--- src/rtl/frns_pkg.sv ---
// Shared types, constants and helpers for the fixed-radius neighbor search block.
package frns_pkg;

  localparam int MAX_POINTS = 64;
  localparam int IDX_W      = $clog2(MAX_POINTS);
  localparam int CNT_W      = $clog2(MAX_POINTS + 1);
  localparam int COORD_W    = 16;
  localparam int ELEM_W     = 7;
  localparam int CMD_W      = 2;
  localparam int STATUS_W   = 3;
  localparam int RADIUS_W   = 16;
  localparam int SQ_W       = 2 * COORD_W;
  localparam int SUM_W      = SQ_W + 2;
  localparam int LIM_W      = 2 * RADIUS_W;

  localparam logic [RADIUS_W-1:0] CUTOFF_RESET = 16'd2560;

  localparam logic [CMD_W-1:0] CMD_INSERT = 2'd0;
  localparam logic [CMD_W-1:0] CMD_QUERY  = 2'd1;
  localparam logic [CMD_W-1:0] CMD_CLEAR  = 2'd2;

  localparam logic [STATUS_W-1:0] ST_STORED   = 3'd0;
  localparam logic [STATUS_W-1:0] ST_FULL     = 3'd1;
  localparam logic [STATUS_W-1:0] ST_NEIGHBOR = 3'd2;
  localparam logic [STATUS_W-1:0] ST_NONE     = 3'd3;
  localparam logic [STATUS_W-1:0] ST_CLEARED  = 3'd4;

  typedef enum logic [2:0] {
    S_IDLE = 3'b001,
    S_SCAN = 3'b010,
    S_WAIT = 3'b100
  } state_t;

  typedef struct packed {
    logic signed [COORD_W-1:0] x;
    logic signed [COORD_W-1:0] y;
    logic signed [COORD_W-1:0] z;
  } pos_t;

  typedef struct packed {
    logic [ELEM_W-1:0] elem;
    pos_t              pos;
  } point_t;

  localparam int POINT_W = $bits(point_t);

  typedef struct packed {
    logic             valid;
    logic             last;
    logic [IDX_W-1:0] idx;
  } scan_tag_t;

  typedef struct packed {
    logic             valid;
    logic             match;
    logic             last;
    logic [IDX_W-1:0] idx;
    point_t           pt;
  } dist_res_t;

  function automatic logic [COORD_W-1:0] abs_diff(input logic signed [COORD_W-1:0] a,
                                                  input logic signed [COORD_W-1:0] b);
    logic signed [COORD_W:0] d;
    logic signed [COORD_W:0] n;
    d = {a[COORD_W-1], a} - {b[COORD_W-1], b};
    n = -d;
    return d[COORD_W] ? n[COORD_W-1:0] : d[COORD_W-1:0];
  endfunction

endpackage

--- src/rtl/frns_dist.sv ---
// Three-stage squared-distance and cutoff compare pipeline; zero distance never matches.
module frns_dist import frns_pkg::*; (
  input  logic             clk,
  input  logic             rst_n,
  input  scan_tag_t        tag,
  input  point_t           pt,
  input  pos_t             q,
  input  logic [LIM_W-1:0] lim,
  output dist_res_t        res
);

  scan_tag_t          s1_tag_r, s2_tag_r;
  point_t             s1_pt_r, s2_pt_r;
  logic [COORD_W-1:0] ax_r, ay_r, az_r;
  logic [SQ_W-1:0]    sx_r, sy_r, sz_r;
  logic [SUM_W-1:0]   d2;
  logic               match;

  assign d2    = SUM_W'(sx_r) + SUM_W'(sy_r) + SUM_W'(sz_r);
  assign match = (d2 <= SUM_W'(lim)) && (d2 != '0);

  always_ff @(posedge clk) begin
    if (!rst_n) begin
      s1_tag_r.valid <= 1'b0;
      s2_tag_r.valid <= 1'b0;
      res.valid      <= 1'b0;
    end else begin
      s1_tag_r.valid <= tag.valid;
      s2_tag_r.valid <= s1_tag_r.valid;
      res.valid      <= s2_tag_r.valid;
    end
    s1_tag_r.last <= tag.last;
    s1_tag_r.idx  <= tag.idx;
    s1_pt_r       <= pt;
    ax_r          <= abs_diff(q.x, pt.pos.x);
    ay_r          <= abs_diff(q.y, pt.pos.y);
    az_r          <= abs_diff(q.z, pt.pos.z);
    s2_tag_r.last <= s1_tag_r.last;
    s2_tag_r.idx  <= s1_tag_r.idx;
    s2_pt_r       <= s1_pt_r;
    sx_r          <= SQ_W'(ax_r) * SQ_W'(ax_r);
    sy_r          <= SQ_W'(ay_r) * SQ_W'(ay_r);
    sz_r          <= SQ_W'(az_r) * SQ_W'(az_r);
    res.match     <= match;
    res.last      <= s2_tag_r.last;
    res.idx       <= s2_tag_r.idx;
    res.pt        <= s2_pt_r;
  end

endmodule

--- config.mk ---
export PLATFORM = sky130hd
export DESIGN_NAME = frns_dist
export DESIGN_NICKNAME = d
export VERILOG_FILES = /design/src/rtl/frns_pkg.sv /design/src/rtl/frns_dist.sv
export SDC_FILE = /design/constraint.sdc
export NUM_CORES = 2
export LEC_CHECK = 0
export BUFFER_PORTS_ARGS = -buffer_cell sky130_fd_sc_hd__buf_2
export CAP_MARGIN = 15
export CORE_ASPECT_RATIO = 1.4
export CORE_MARGIN = 8
export CORE_UTILIZATION = 45
export DETAILED_ROUTE_END_ITERATION = 10
export GPL_ROUTABILITY_DRIVEN = 0
export GPL_TIMING_DRIVEN = 0
export PLACE_DENSITY_LB_ADDON = 0.25
export SLEW_MARGIN = 5
export SYNTH_ARGS = -nofsm -noshare
export SYNTH_HDL_FRONTEND = slang
export SYNTH_SLANG_ARGS = --single-unit
--- constraint.sdc ---
create_clock -name clk -period 19.5 [get_ports clk]
set_clock_uncertainty 0.2 [all_clocks]
set_input_delay 3.9 -clock clk [delete_from_list [all_inputs] [get_ports clk]]
set_output_delay 3.9 -clock clk [all_outputs]
set_load 0.05 [all_outputs]
# Yosys cells after proc, flatten, opt, wreduce, memory -nomap -nowiden
# Cells that the tools add are included.
# totals
register_bits	334
output_inout_bits	64
# op_classes
reduce_logical	2
muxes	3
n_lt_le_gt_ge	1
add_sub_neg	8
n_mul	3
# ops
cell	n
$mul A16 B16 Y32	3
$sub A16 B16 Y17	3
$mux W16	3
$neg A16 Y16	3
$add A33 B32 Y34	1
$le A34 B32 Y1	1
$reduce_bool A34 Y1	1
$add A32 B32 Y33	1
$logic_and A1 B1 Y1	1

# Longest topological paths before layout
# logic_depth
word_depth	4
mapped_depth	25

# Worst setup path after synthesis
# OpenSTA, ideal clock, no wires.
# synth_timing
kind	input -> register
startpoint	input q[16] in the netlist's numbering
endpoint	register ay_r[15]
setup_ns	0.120
cell_stages	13
n_path_buf	0
path_slack_ns	12.423
t_arrival_ns	6.757
t_required_ns	19.180
path_cell_list	inv_1 > ha_1 > inv_1 > fa_1 > a21o_2 > a21oi_1 > xnor2_1 > o211ai_2 > or4b_4 > a2111o_1 > o41a_1 > a21oi_1 > xnor2_1
# synth_between
elab_chain_len	3
# synth_lines
element	line	text
start, declared	frns_dist.sv:7	input pos_t q,
$sub A16 B16 Y17 *	frns_pkg.sv:65	d = {a[COORD_W-1], a} - {b[COORD_W-1], b};
$neg A16 Y16	frns_pkg.sv:66	n = -d;
$mux W16 *	frns_pkg.sv:67	return d[COORD_W] ? n[COORD_W-1:0] : d[COORD_W-1:0];
end signal, assigned	frns_dist.sv:36	ay_r <= abs_diff(q.y, pt.pos.y);
end, declared	frns_dist.sv:14	logic [COORD_W-1:0] ax_r, ay_r, az_r;
# Mark *: on every way between the ends. The rest lies on a longest branch, timed or not.
# A chain may end at the register's enable or synchronous reset.

# Worst setup path after layout
# layout_timing
startpoint	register ax_r[4]
endpoint	register sx_r[31]
# layout_between
elab_chain_len	1
# layout_lines
element	line	text
start, declared	frns_dist.sv:14	
start signal, assigned	frns_dist.sv:35	ax_r <= abs_diff(q.x, pt.pos.x);
$mul A16 B16 Y32	frns_dist.sv:41	sx_r <= SQ_W'(ax_r) * SQ_W'(ax_r);
end signal, assigned	frns_dist.sv:41	
end, declared	frns_dist.sv:15	logic [SQ_W-1:0] sx_r, sy_r, sz_r;
# No other way between the ends.

==> results.ini <==
[clocking]
cts_sinks = 331
path_clk_slew_ns = 0.07
post_cts_resized = 0
cts_tree = done
cts_htree_levels = 2
worstSkewPairLatency_ns = 0.58
root_buffer = clkbuf_16
cts_buffer_depth = 3
cts_setup_buffers = 0
ctsHoldBuffers = 0
numCtsBuffers = 36

[floorplanning]
chipWidth_um = 251
die-area_um2 = 86300
pin_count = 209
start_util_pct = 45.4
row_count = 120
fp.dieH_um = 344
core_um2 = 76400

[setup_path]
cpMaxStageDelayCell = clkbuf_1
path_buf_inv = 7
critPathLaunchType = flop
crit_chain = clkbuf_1 > clkbuf_1 > nand2_1 > inv_1 > fa_1 > inv_1 > fa_1 > inv_1 > fa_1 > fa_1 > fa_1 > inv_1 > fa_1 > inv_1 > ha_1 > and4_1 > nand2_1 > o21ai_0 > nand3_1 > a31oi_1 > o211ai_1 > and4_1 > a21oi_1 > xnor2_1
crit_arrival_ns = 7.77
cp.required_ns = 19.77
critical_path_class = reg -> reg
max_stage_delay_ns = 0.56
critical_path.top_delay_family = adder cells
cp_common_cell = fa_1
end_kind = flop
crit_fanout = 10

[placement]
dp_hpwl_um = 68500
place_area_um2 = 36900
portBuffers = 208

[cells_and_area]
nets = 5024
drive_above_1_share_pct = 7.93
diodes = 0
stdcell_area_um2 = 38100
area_delta_synth_final_pct = 9.98
n_fill_cell = 7178
fin_util_pct = 49.9

[route]
ant_nets = 0
drtIter0Drc = 992
vias = 24800
route.detailed.drc = 0
wl_per_cell_um = 16.3
postRouteWirelength_um = 80700
first_pass_iters = 5
vias_per_cell = 5.02

[timing]
final_hold_viol_count = 0
slew_headroom_pct = 45.0
tightest_slew_ns = 0.814
fmax_mhz = 133
fin_crit_ns = 7.50
finalMaxSlewViolations = 0
finalCritPeriodShare_pct = 38.5
tns_ns = 0
finalSetupViolCount = 0
rsz0062_at_grt = false

[global_route]
track_usage_pct = 19.0
grt_pass1_wl_um = 133000
grt_max_degree = 16
grt_overflow_total = 0
antenna_found_initial = 2
grt_pass1_vias = 26600

[synth]
synth_seq_cells = 331
syn_inst = 3695
synth_async_sr_flop_share_pct = 0
avgSynthCellArea_um2 = 9.38
synth.distinct_cells = 81
synth_warnings = 0
synth-main-ff-cell = dfxtp_1
synth-edff-count = 0
ys_seq_area_share_pct = 19.1
syn_area_um2 = 34700

[outcome]
outcome = completed

[run]
maxCapViolations = 0

[hold_path]
hp-class = reg -> reg

[layer usage]
layer | part of all wire (%) | GRT usage (%) | wire, µm
met5 | 0.027 | 0 | 22
met4 | 3.7 | 7.20 | 2990
met3 | 4.3 | 2.55 | 3510
met2 | 51 | 34.9 | 41100
met1 | 41 | 22.4 | 33100
[metrics by stage]
step                cells  setup WS, ns  hold slack [ns]
finish               4946         12.00            0.119
global route         4946         11.47            0.123
CTS                  4946         12.03            0.117
detailed placement   4880         11.82            0.112
global placement     4880         11.82            0.110
floorplan            3696         12.42            0.110
[logic make-up (layout without fill, tap and decap cells)]
| logic type | after synthesis | in the layout | share of synthesized area, % |
|---|---|---|---|
| DFF | 331 | 331 | 19.1 |
| muxes | 9 | 9 | 0.281 |
| buffers and inverters | 940 | 1214 | 10.2 |
| AOI/OAI and AO/OA | 468 | 468 | 8.96 |
| other | 1 | 2 | 0.0108 |
| and+or+nand+nor | 803 | 803 | 11.2 |
| adders and majority gates | 937 | 937 | 45.1 |
| xor gates and xnor gates | 206 | 206 | 5.20 |
[registers in the layout, indices dropped and copies added, names as in the netlist]
name,cells
ax_r,16
ay_r,16
az_r,16
res,64
s1_pt_r,55
s1_tag_r,8
s2_pt_r,55
s2_tag_r,8
sx_r,31
sy_r,31
sz_r,31
[cell usage after synthesis (all sizes together), types with 3 or more instances]
cell type,count,area (µm²)
a311oi,6,58.8
a221oi,6,52.6
o311ai,5,43.8
and4,6,52.6
xnor2,146,1280
a2111oi,8,70.1
a31oi,28,175
ha,417,5220
xor2,60,526
or4,6,45.0
a2111o,4,45.0
a41oi,5,43.8
inv,865,3250
fa,520,10400
o211ai,16,125
o21bai,14,105
a22oi,3,22.5
clkbuf,73,274
o41ai,7,61.3
o21a,22,165
nand2,286,1070
nor3,45,225
nor2,162,608
a211oi,19,148
nor4,8,50.1
or3,7,43.8
a31o,9,78.8
o21ai,75,375
or2,18,113
and2,128,801
o31ai,10,75.1
nand4,18,113
a211o,5,43.8
dfxtp,331,6630
nand2b,23,151
mux2,6,67.6
and3,24,151
mux2i,3,30.0
nor2b,28,175
o211a,3,30.0
a221o,4,40.0
nand3,30,150
a21o,62,468
a21oi,134,671
[worst paths after layout]
| check | from | to | slack, ns | cells after the start |
|---|---|---|---|---|
| max reg2reg | ax_r[4]$_DFF_P_ | sx_r[31]$_DFF_P_ | 12.00 | 24 |
| min | s1_tag_r[3]$_DFF_P_ | s2_tag_r[3]$_DFF_P_ | 0.12 | 0 |
| max | ax_r[4]$_DFF_P_ | sx_r[31]$_DFF_P_ | 12.00 | 24 |
| min reg2reg | s1_tag_r[3]$_DFF_P_ | s2_tag_r[3]$_DFF_P_ | 0.12 | 0 |
[area by class of cell]
cell class	instances	area, µm²	share of cell area, %
Buffer	75	282	0.738
Clock buffer	45	1010	2.64
Clock inverter	21	188	0.492
Inverter	865	3250	8.51
Multi-Input combinational cell	2425	24500	64.3
Sequential cell	331	6630	17.4
Tap cell	976	1220	3.20
Timing Repair Buffer	208	1040	2.73
[placed cells by master, fill, tap and decap left out, types with 22 or more instances in the layout]
master	count
xnor2_1	146
nand2_1	286
nand2b_1	22
and3_1	23
nand3_1	30
o21a_1	22
xor2_1	60
o21ai_0	73
a21oi_1	134
dfxtp_1	331
fa_1	520
a31oi_1	28
buf_2	208
nor2b_1	28
inv_1	865
and2_1	128
clkbuf_16	37
nor2_1	162
clkbuf_1	76
a21o_1	60
nor3_1	45
ha_1	417
Power is not shown: default switching activity piles up to over one toggle a cycle in this logic, so the estimate is an artifact.
